==> src/hw/rtl/skl_pkg.sv <==
// shared types and constants of the sorted keyed record list
package skl_pkg;

  localparam int SKL_CAPACITY = 16;

  localparam int KEY_W     = 16;
  localparam int VAL_W     = 32;
  localparam int CMD_W     = 2;
  localparam int STAT_W    = 2;
  localparam int CNT_OUT_W = 5;

  localparam logic [CMD_W-1:0] CMD_INSERT = 2'd0;
  localparam logic [CMD_W-1:0] CMD_REMOVE = 2'd1;
  localparam logic [CMD_W-1:0] CMD_NEXT   = 2'd2;

  localparam logic [STAT_W-1:0] STAT_DONE = 2'd0;
  localparam logic [STAT_W-1:0] STAT_MISS = 2'd1;
  localparam logic [STAT_W-1:0] STAT_FULL = 2'd2;

  localparam logic signed [KEY_W-1:0] SENT_YEAR = -16'sd99;
  localparam logic signed [VAL_W-1:0] SENT_FLOW = -32'sd6488064;

  typedef enum logic [3:0] {
    S_IDLE,
    S_DISPATCH,
    S_SRCH_RD,
    S_SRCH_CHK,
    S_DECIDE,
    S_UP_RD,
    S_UP_WR,
    S_DN_RD,
    S_DN_WR,
    S_NEXT_RD,
    S_NEXT_OUT
  } skl_state_t;

  typedef enum logic [4:0] {
    DP_NOP,
    DP_LOAD,
    DP_SRCH_RD,
    DP_SRCH_STEP,
    DP_SET_HIT,
    DP_SET_MISS,
    DP_UP_INIT,
    DP_UP_RD,
    DP_UP_WR,
    DP_INS_WRITE,
    DP_DN_INIT,
    DP_DN_RD,
    DP_DN_WR,
    DP_REM_FIN,
    DP_NEXT_RD,
    DP_NEXT_OUT,
    DP_FIN_OK,
    DP_FIN_MISS,
    DP_FIN_FULL
  } skl_dp_op_t;

  typedef struct packed {
    logic [CMD_W-1:0] op;
    logic             at_count;
    logic             key_lt;
    logic             hit;
    logic             full;
    logic             up_done;
    logic             dn_done;
  } skl_stat_t;

endpackage

==> src/hw/rtl/skl_datapath.sv <==
// record memories, count, cursor and result registers of the record list
module skl_datapath import skl_pkg::*; #(
  parameter int CAPACITY = SKL_CAPACITY
) (
  input  logic                     clk,
  input  logic                     rst,
  input  skl_dp_op_t               dp_op,
  output skl_stat_t                stat,
  input  logic [CMD_W-1:0]         cmd,
  input  logic signed [KEY_W-1:0]  key_year,
  input  logic signed [VAL_W-1:0]  flow_value,
  output logic                     done,
  output logic [STAT_W-1:0]        status,
  output logic signed [KEY_W-1:0]  out_year,
  output logic signed [VAL_W-1:0]  out_flow,
  output logic                     at_end,
  output logic [CNT_OUT_W-1:0]     record_count
);

  localparam int AW = (CAPACITY > 1) ? $clog2(CAPACITY) : 1;
  localparam int CW = $clog2(CAPACITY + 1);
  localparam logic [CW-1:0] CAP_C = CW'(CAPACITY);

  logic signed [KEY_W-1:0] key_mem [CAPACITY];
  logic signed [VAL_W-1:0] val_mem [CAPACITY];

  logic [CMD_W-1:0]        op_q;
  logic signed [KEY_W-1:0] key_q;
  logic signed [VAL_W-1:0] val_q;
  logic [CW-1:0]           pos;
  logic [CW-1:0]           p;
  logic                    hit;
  logic [CW-1:0]           nx;
  logic                    nx_ok;
  logic [CW-1:0]           count;
  logic [CW-1:0]           cursor;
  logic signed [KEY_W-1:0] rkey;
  logic signed [VAL_W-1:0] rval;

  logic [CW-1:0]           count_next;
  logic [CW-1:0]           cursor_next;
  logic [CW-1:0]           pos_inc;
  logic [CW-1:0]           pos_dec;
  logic [CW-1:0]           nx_c;
  logic                    we;
  logic                    re;
  logic [CW-1:0]           waddr;
  logic [CW-1:0]           raddr;
  logic signed [KEY_W-1:0] wkey;
  logic signed [VAL_W-1:0] wval;
  logic                    fin;
  logic [STAT_W-1:0]       res_status;
  logic signed [KEY_W-1:0] res_year;
  logic signed [VAL_W-1:0] res_flow;
  logic                    res_end;

  assign pos_inc = pos + 1'b1;
  assign pos_dec = pos - 1'b1;
  assign nx_c    = (cursor == CAP_C) ? '0 : cursor + 1'b1;

  always_comb begin
    stat.op       = op_q;
    stat.at_count = (pos == count);
    stat.key_lt   = (rkey < key_q);
    stat.hit      = hit;
    stat.full     = (count == CAP_C);
    stat.up_done  = (pos == p);
    stat.dn_done  = (pos_inc >= count);
  end

  // memory port control
  always_comb begin
    we    = 1'b0;
    re    = 1'b0;
    waddr = pos;
    raddr = pos;
    wkey  = rkey;
    wval  = rval;
    case (dp_op)
      DP_SRCH_RD: begin
        re = 1'b1;
      end
      DP_UP_RD: begin
        re    = 1'b1;
        raddr = pos_dec;
      end
      DP_UP_WR: begin
        we = 1'b1;
      end
      DP_INS_WRITE: begin
        we    = 1'b1;
        waddr = p;
        wkey  = key_q;
        wval  = val_q;
      end
      DP_DN_RD: begin
        re    = 1'b1;
        raddr = pos_inc;
      end
      DP_DN_WR: begin
        we = 1'b1;
      end
      DP_NEXT_RD: begin
        re    = (nx_c < count);
        raddr = nx_c;
      end
      default: begin
      end
    endcase
  end

  always_ff @(posedge clk) begin
    if (we) begin
      key_mem[waddr[AW-1:0]] <= wkey;
      val_mem[waddr[AW-1:0]] <= wval;
    end
    if (re) begin
      rkey <= key_mem[raddr[AW-1:0]];
      rval <= val_mem[raddr[AW-1:0]];
    end
  end

  // count and cursor updates
  always_comb begin
    count_next  = count;
    cursor_next = cursor;
    case (dp_op)
      DP_INS_WRITE: begin
        count_next = count + 1'b1;
        if (cursor != CAP_C && p <= cursor) begin
          cursor_next = cursor + 1'b1;
        end
      end
      DP_REM_FIN: begin
        count_next = count - 1'b1;
        if (cursor != CAP_C) begin
          if (cursor == p) begin
            cursor_next = CAP_C;
          end else if (p < cursor) begin
            cursor_next = cursor - 1'b1;
          end
        end
      end
      DP_NEXT_OUT: begin
        cursor_next = nx_ok ? nx : CAP_C;
      end
      default: begin
      end
    endcase
  end

  // result of a finishing step
  always_comb begin
    fin        = 1'b0;
    res_status = STAT_DONE;
    res_year   = '0;
    res_flow   = '0;
    res_end    = 1'b0;
    case (dp_op)
      DP_INS_WRITE, DP_REM_FIN, DP_FIN_OK: begin
        fin = 1'b1;
      end
      DP_FIN_MISS: begin
        fin        = 1'b1;
        res_status = STAT_MISS;
      end
      DP_FIN_FULL: begin
        fin        = 1'b1;
        res_status = STAT_FULL;
      end
      DP_NEXT_OUT: begin
        fin = 1'b1;
        if (nx_ok) begin
          res_year = rkey;
          res_flow = rval;
        end else begin
          res_year = SENT_YEAR;
          res_flow = SENT_FLOW;
          res_end  = 1'b1;
        end
      end
      default: begin
      end
    endcase
  end

  always_ff @(posedge clk) begin
    if (rst) begin
      count  <= '0;
      cursor <= CAP_C;
      done   <= 1'b0;
    end else begin
      count  <= count_next;
      cursor <= cursor_next;
      done   <= fin;
    end
  end

  always_ff @(posedge clk) begin
    if (fin) begin
      status       <= res_status;
      out_year     <= res_year;
      out_flow     <= res_flow;
      at_end       <= res_end;
      record_count <= CNT_OUT_W'(count_next);
    end
  end

  // working registers of the transaction
  always_ff @(posedge clk) begin
    case (dp_op)
      DP_LOAD: begin
        op_q  <= cmd;
        key_q <= key_year;
        val_q <= flow_value;
        pos   <= '0;
      end
      DP_SRCH_STEP: begin
        pos <= pos_inc;
      end
      DP_SET_HIT: begin
        p   <= pos;
        hit <= (rkey == key_q);
      end
      DP_SET_MISS: begin
        p   <= pos;
        hit <= 1'b0;
      end
      DP_UP_INIT: begin
        pos <= count;
      end
      DP_UP_WR: begin
        pos <= pos_dec;
      end
      DP_DN_INIT: begin
        pos <= p;
      end
      DP_DN_WR: begin
        pos <= pos_inc;
      end
      DP_NEXT_RD: begin
        nx    <= nx_c;
        nx_ok <= (nx_c < count);
      end
      default: begin
      end
    endcase
  end

endmodule

==> src/hw/rtl/skl_controller.sv <==
// state machine that sequences search, shift and read steps
module skl_controller import skl_pkg::*; (
  input  logic       clk,
  input  logic       rst,
  input  logic       start,
  input  skl_stat_t  stat,
  output logic       busy,
  output skl_dp_op_t dp_op
);

  skl_state_t state;
  skl_state_t state_next;

  always_ff @(posedge clk) begin
    if (rst) begin
      state <= S_IDLE;
    end else begin
      state <= state_next;
    end
  end

  always_comb begin
    state_next = state;
    case (state)
      S_IDLE: begin
        if (start) begin
          state_next = S_DISPATCH;
        end
      end
      S_DISPATCH: begin
        if (stat.op == CMD_INSERT || stat.op == CMD_REMOVE) begin
          state_next = S_SRCH_RD;
        end else if (stat.op == CMD_NEXT) begin
          state_next = S_NEXT_RD;
        end else begin
          state_next = S_IDLE;
        end
      end
      S_SRCH_RD: begin
        state_next = stat.at_count ? S_DECIDE : S_SRCH_CHK;
      end
      S_SRCH_CHK: begin
        state_next = stat.key_lt ? S_SRCH_RD : S_DECIDE;
      end
      S_DECIDE: begin
        if (stat.op == CMD_INSERT) begin
          state_next = (stat.hit || stat.full) ? S_IDLE : S_UP_RD;
        end else begin
          state_next = stat.hit ? S_DN_RD : S_IDLE;
        end
      end
      S_UP_RD: begin
        state_next = stat.up_done ? S_IDLE : S_UP_WR;
      end
      S_UP_WR: begin
        state_next = S_UP_RD;
      end
      S_DN_RD: begin
        state_next = stat.dn_done ? S_IDLE : S_DN_WR;
      end
      S_DN_WR: begin
        state_next = S_DN_RD;
      end
      S_NEXT_RD: begin
        state_next = S_NEXT_OUT;
      end
      S_NEXT_OUT: begin
        state_next = S_IDLE;
      end
      default: begin
        state_next = S_IDLE;
      end
    endcase
  end

  always_comb begin
    dp_op = DP_NOP;
    busy  = (state != S_IDLE);
    case (state)
      S_IDLE: begin
        if (start) begin
          dp_op = DP_LOAD;
        end
      end
      S_DISPATCH: begin
        if (stat.op != CMD_INSERT && stat.op != CMD_REMOVE && stat.op != CMD_NEXT) begin
          dp_op = DP_FIN_OK;
        end
      end
      S_SRCH_RD: begin
        dp_op = stat.at_count ? DP_SET_MISS : DP_SRCH_RD;
      end
      S_SRCH_CHK: begin
        dp_op = stat.key_lt ? DP_SRCH_STEP : DP_SET_HIT;
      end
      S_DECIDE: begin
        if (stat.op == CMD_INSERT) begin
          if (stat.hit) begin
            dp_op = DP_FIN_MISS;
          end else if (stat.full) begin
            dp_op = DP_FIN_FULL;
          end else begin
            dp_op = DP_UP_INIT;
          end
        end else begin
          dp_op = stat.hit ? DP_DN_INIT : DP_FIN_MISS;
        end
      end
      S_UP_RD: begin
        dp_op = stat.up_done ? DP_INS_WRITE : DP_UP_RD;
      end
      S_UP_WR: begin
        dp_op = DP_UP_WR;
      end
      S_DN_RD: begin
        dp_op = stat.dn_done ? DP_REM_FIN : DP_DN_RD;
      end
      S_DN_WR: begin
        dp_op = DP_DN_WR;
      end
      S_NEXT_RD: begin
        dp_op = DP_NEXT_RD;
      end
      S_NEXT_OUT: begin
        dp_op = DP_NEXT_OUT;
      end
      default: begin
      end
    endcase
  end

endmodule

==> src/hw/rtl/sorted_keyed_record_list.sv <==
// top level of the sorted keyed record list
//
// Holds up to CAPACITY records (16-bit signed key, Q16.16 value) sorted by
// ascending key in a pair of single-port-style memories.
// A transaction is accepted at a rising edge with start high and busy low;
// cmd, key_year and flow_value are sampled there. busy stays high until the
// transaction has finished. Its result is on status, out_year, out_flow,
// at_end and record_count, marked by done, which is high for exactly one
// cycle and cannot be held off; the result outputs keep their values until
// the next transaction finishes.
// Next reads the record after the cursor, or gives the end sentinel; an
// unused command finishes straight from dispatch. Insert and remove scan
// the records one at a time (a memory read, then a compare) and then move
// the records behind the slot one at a time (a read, then a write).
// One transaction is in flight at a time; the next one can be accepted in
// the cycle that carries done.
// Reset (synchronous, rst high) empties the list and puts the read cursor
// before the first record; the record memories are not cleared.
module sorted_keyed_record_list import skl_pkg::*; #(
  parameter int CAPACITY = SKL_CAPACITY
) (
  input  logic                     clk,
  input  logic                     rst,
  input  logic                     start,
  output logic                     busy,
  input  logic [CMD_W-1:0]         cmd,
  input  logic signed [KEY_W-1:0]  key_year,
  input  logic signed [VAL_W-1:0]  flow_value,
  output logic                     done,
  output logic [STAT_W-1:0]        status,
  output logic signed [KEY_W-1:0]  out_year,
  output logic signed [VAL_W-1:0]  out_flow,
  output logic                     at_end,
  output logic [CNT_OUT_W-1:0]     record_count
);

  skl_dp_op_t dp_op;
  skl_stat_t  stat;

  skl_controller u_ctrl (
    .clk   (clk),
    .rst   (rst),
    .start (start),
    .stat  (stat),
    .busy  (busy),
    .dp_op (dp_op)
  );

  skl_datapath #(
    .CAPACITY (CAPACITY)
  ) u_dp (
    .clk          (clk),
    .rst          (rst),
    .dp_op        (dp_op),
    .stat         (stat),
    .cmd          (cmd),
    .key_year     (key_year),
    .flow_value   (flow_value),
    .done         (done),
    .status       (status),
    .out_year     (out_year),
    .out_flow     (out_flow),
    .at_end       (at_end),
    .record_count (record_count)
  );

endmodule

==> config.mk <==
export PLATFORM = sky130hd
export DESIGN_NAME = sorted_keyed_record_list
export DESIGN_NICKNAME = d
export VERILOG_FILES = /design/src/hw/rtl/skl_pkg.sv /design/src/hw/rtl/skl_datapath.sv /design/src/hw/rtl/skl_controller.sv /design/src/hw/rtl/sorted_keyed_record_list.sv
export SDC_FILE = /design/constraint.sdc
export NUM_CORES = 1
export LEC_CHECK = 0
export BUFFER_PORTS_ARGS = -buffer_cell sky130_fd_sc_hd__buf_2
export CORE_MARGIN = 4
export CORE_UTILIZATION = 55
export DETAILED_ROUTE_END_ITERATION = 12
export GPL_TIMING_DRIVEN = 0
export PLACE_DENSITY = 0.84
export SYNTH_ARGS = -nofsm -noshare
export SYNTH_HDL_FRONTEND = slang
export SYNTH_SLANG_ARGS = --single-unit
export TNS_END_PERCENT = 1
==> constraint.sdc <==
create_clock -name clk -period 8 [get_ports clk]
set_input_delay 0.4 -clock clk [delete_from_list [all_inputs] [get_ports clk]]
set_output_delay 0.4 -clock clk [all_outputs]
set_load 0.01 [all_outputs]
==> impl_metrics.yaml <==
sta:
  min_period_over_period: 0.8217
  post-route-min-period_ns: 6.574
  maxSlewHeadroom: 0.1624
  hold_viol: 0
  slew_violations: 0
  clock_skew_ns: 0.02945
  max_freq_mhz: 152.1
  tightest_slew_ns: 1.248
  holdWs_ns: 0.2726
  setup_violations: 0
  worst_slack_ns: 1.426
  rsz0062_at_grt: "no"
  finalSetupTns_ns: 0
die:
  die_x_microns: 272.0
  core_sq_um: 68830
  top_level_ports: 111
  start_util: 0.5570
  die_h_microns: 272.0
  die-area_sq_um: 73990
  row_count: 96
clocking:
  cts.hold.buffers_added: 51
  clock-sinks: 954
  post_cts_resized: 0
  cts.reportedPaths.clkPinSlew_ns: 0.06
  cts_buffer_depth: 3
  postCtsSetupBuffers: 0
  htreeDepth: 3
  cts_tree: "built"
  cts-root-buf: "clkbuf_16"
  clkLatencyLatePin_ns: 0.69
  cts_inserted_buffers: 93
global_routing:
  grt_use_total: 0.2785
  grt_start_max_net_pins: 43
  grt_pass1_vias: 25050
  grt_antenna_before_repair: 1
  grt-ovfl-total: 0
  grt_pass1_wl_mm: 154.1
worst_setup_path:
  cp_max_fo: 24
  crit_buf_inv: 6
  critPathRequiredTime_ns: 8.36
  setup.worst_path.class: "flop to flop"
  arrival_ns: 6.93
  crit_path_max_incr_delay_ns: 0.64
  critPathTopFamily: "simple AND/OR/NAND/NOR gates"
  start_kind: "flop"
  crit_chain: "buf_2 -> clkinv_1 -> ha_1 -> ha_1 -> a31oi_1 -> o211ai_1 -> and4_1 -> o31ai_1 -> or3_1 -> buf_2 -> nor2_1 -> buf_2 -> a31oi_1 -> nor2_4 -> buf_16 -> buf_12"
  crit_top_cell: "buf_2"
  slowest_stage: "nor2_4"
  end_kind: "flop"
cells_and_area:
  layout-drive-gt1-share: 0.1560
  nets: 2965
  diodes: 0
  syn2layout_area_growth_pct: 16.28
  fin_area_sq_um: 44580
  layout.cells.non_filler: 3879
synth:
  yosys-top-cells-count: "edfxtp_1, nand2_1, mux2i_1"
  ys_types: 78
  synth_area_leader_cell: "edfxtp_1"
  avgSynthCellArea_sq_um: 14.93
  synthesis.area_sq_um: 38340
  yosysWarnings: 0
  syn_inst: 2567
  synth_edf_count: 939
  syn-num-nets: 2659
  synth_flop_cell: "edfxtp_1"
  yosysMostFrequentCell: "edfxtp_1"
  ys_seq_area_frac: 0.7433
  async_reset_ff_frac: 0
  synth.area.top_cells: "edfxtp_1, nand2_1, mux2i_1"
  yosys_register_bits: 954
  synth_top_area_frac: 0.7355
placement:
  place.gp.congestion: 0.8848
  dp.cells: 3655
  dpl_cell_area_sq_um: 40940
  pre_cts_slack_ns: 1.596
  dpl.hpwl_mm: 66.54
  port_buffers: 110
power:
  ir_worst_vdd_v: 0.0001872
  p_per_area_nw_per_um2: 347.9
  clkPwrFrac: 0.286
  intPower_uw: 10200
  sw_frac_of_total: 0.3420
  p_sw_uw: 5304
  leakage_uw: 0.01583
  pwr-share-comb: 0.303
  p_seq_frac: 0.411
routing:
  first_pass_iters: 9
  num_vias: 24630
  via_per_inst: 6.349
  ant_nets: 0
  drt_wl_total_mm: 105.2
  drtIter0Drc: 3761
  wire_per_inst_microns: 27.12
  drc: 0
outcome:
  status: "finished clean"
flow_run:
  cap_violations: 0
hold_path:
  hp-class: "primary input to flop"
==> state kept, by name, summed over array words and instances (netlist names) <==
name / flops
u_dp.rval: 32
u_dp.rkey: 16
u_dp.cursor: 5
u_dp.key_mem: 256
u_dp.nx_ok: 1
u_ctrl.state: 4
u_dp.out_flow: 32
u_dp.record_count: 5
u_dp.at_end: 1
u_dp.p: 5
u_dp.done: 1
u_dp.status: 2
u_dp.op_q: 2
u_dp.nx: 5
u_dp.pos: 5
u_dp.key_q: 16
u_dp.val_q: 32
u_dp.out_year: 16
u_dp.val_mem: 512
u_dp.hit: 1
u_dp.count: 5
==> cell usage in the layout, fill, tap and decap left out, types with 6 or more instances in the layout <==
cell type / count
a21oi_1: 65
a221oi_1: 19
a221oi_2: 30
a22oi_1: 6
a31oi_1: 8
a32oi_1: 94
and2_1: 30
buf_1: 11
buf_12: 25
buf_2: 185
buf_4: 21
buf_6: 12
bufinv_16: 11
clkbuf_1: 52
clkbuf_16: 93
clkinv_1: 17
clkinv_2: 20
dfxtp_1: 15
dlygate4sd3_1: 51
edfxtp_1: 939
ha_1: 38
inv_1: 66
mux2i_1: 189
nand2_1: 509
nand3_1: 105
nand4_1: 56
nor2_1: 46
nor2_4: 17
nor2b_1: 7
nor3_1: 17
o21ai_0: 20
o21ai_1: 30
xnor2_1: 18
==> worst reg2reg max path, delay by kind of cell (launching register included) <==
| family | cells | cell delay [ns] |
|---|---|---|
| adder cells (fa/ha/maj) | 2 | 0.77 |
| flip-flops | 1 | 0.37 |
| buffers and inverters | 6 | 1.75 |
| AND/OR/NAND/NOR | 4 | 1.91 |
| AO/OA/AOI/OAI | 4 | 1.42 |
==> cell families (layout without fill, tap and decap cells) <==
group | Yosys count | count (layout) | share of synthesized area
AO/OA/AOI/OAI | 328 | 328 | 0.06854
XOR/XNOR | 22 | 22 | 0.005026
flip-flops | 954 | 954 | 0.7433
multiplexers | 193 | 193 | 0.05059
AND/OR/NAND/NOR | 825 | 825 | 0.09442
adder cells (fa/ha/maj) | 39 | 39 | 0.01292
buffers and inverters | 206 | 587 | 0.02516
==> path summary, 6_finish.rpt <==
check        slack (ns)  cells past startpoint                              to                  start
min reg2reg        0.50                      0             u_dp.p[1]$_DFFE_PP_  u_dp.pos[1]$_DFFE_PP_
max reg2reg        1.43                     16  u_dp.val_mem[15][15]$_DFFE_PP_  u_dp.pos[1]$_DFFE_PP_
max                1.43                     16  u_dp.val_mem[15][15]$_DFFE_PP_  u_dp.pos[1]$_DFFE_PP_
min                0.27                      3    u_ctrl.state[1]$_SDFFE_PP0P_                  start
==> per-stage QoR <==
stage | total power, uW | utilization
floorplan | 9271 | -
global placement | 10700 | 0.5819
global route | 16020 | 0.6477
CTS | 15410 | 0.6474
finish | 15510 | 0.6477
detailed placement | 10970 | 0.5949
==> power by group through the flow <==
stage                     clock network [uW]  logic [uW]  registers [uW]
final                                   4440        4700            6370
after global routing                    4680        4950            6390
after CTS                               4460        4590            6370
after detailed placement                   0        4500            6470
after global placement                     0        4170            6530
after floorplan                            0        2800            6480
==> layer usage <==
layer	vias to the layer above	track usage	wire length (microns)
li1	10390	-	-
met1	12020	0.3572	37290
met2	1853	0.4550	50160
met3	368	0.06510	12400
met4	0	0.1306	5350
met5	-	0	0
==> final cells by class <==
type	count	area, sq um
fill	4477	24250
multi-input combinational	1407	9005
inverter	68	255.2
sequential	954	28500
tap	931	1165
clock inverter	62	708.2
timing repair buffer	211	1844
clock buffer	108	2394
buffer	138	709.4
Note: power is estimated with default switching activity, not from simulation.
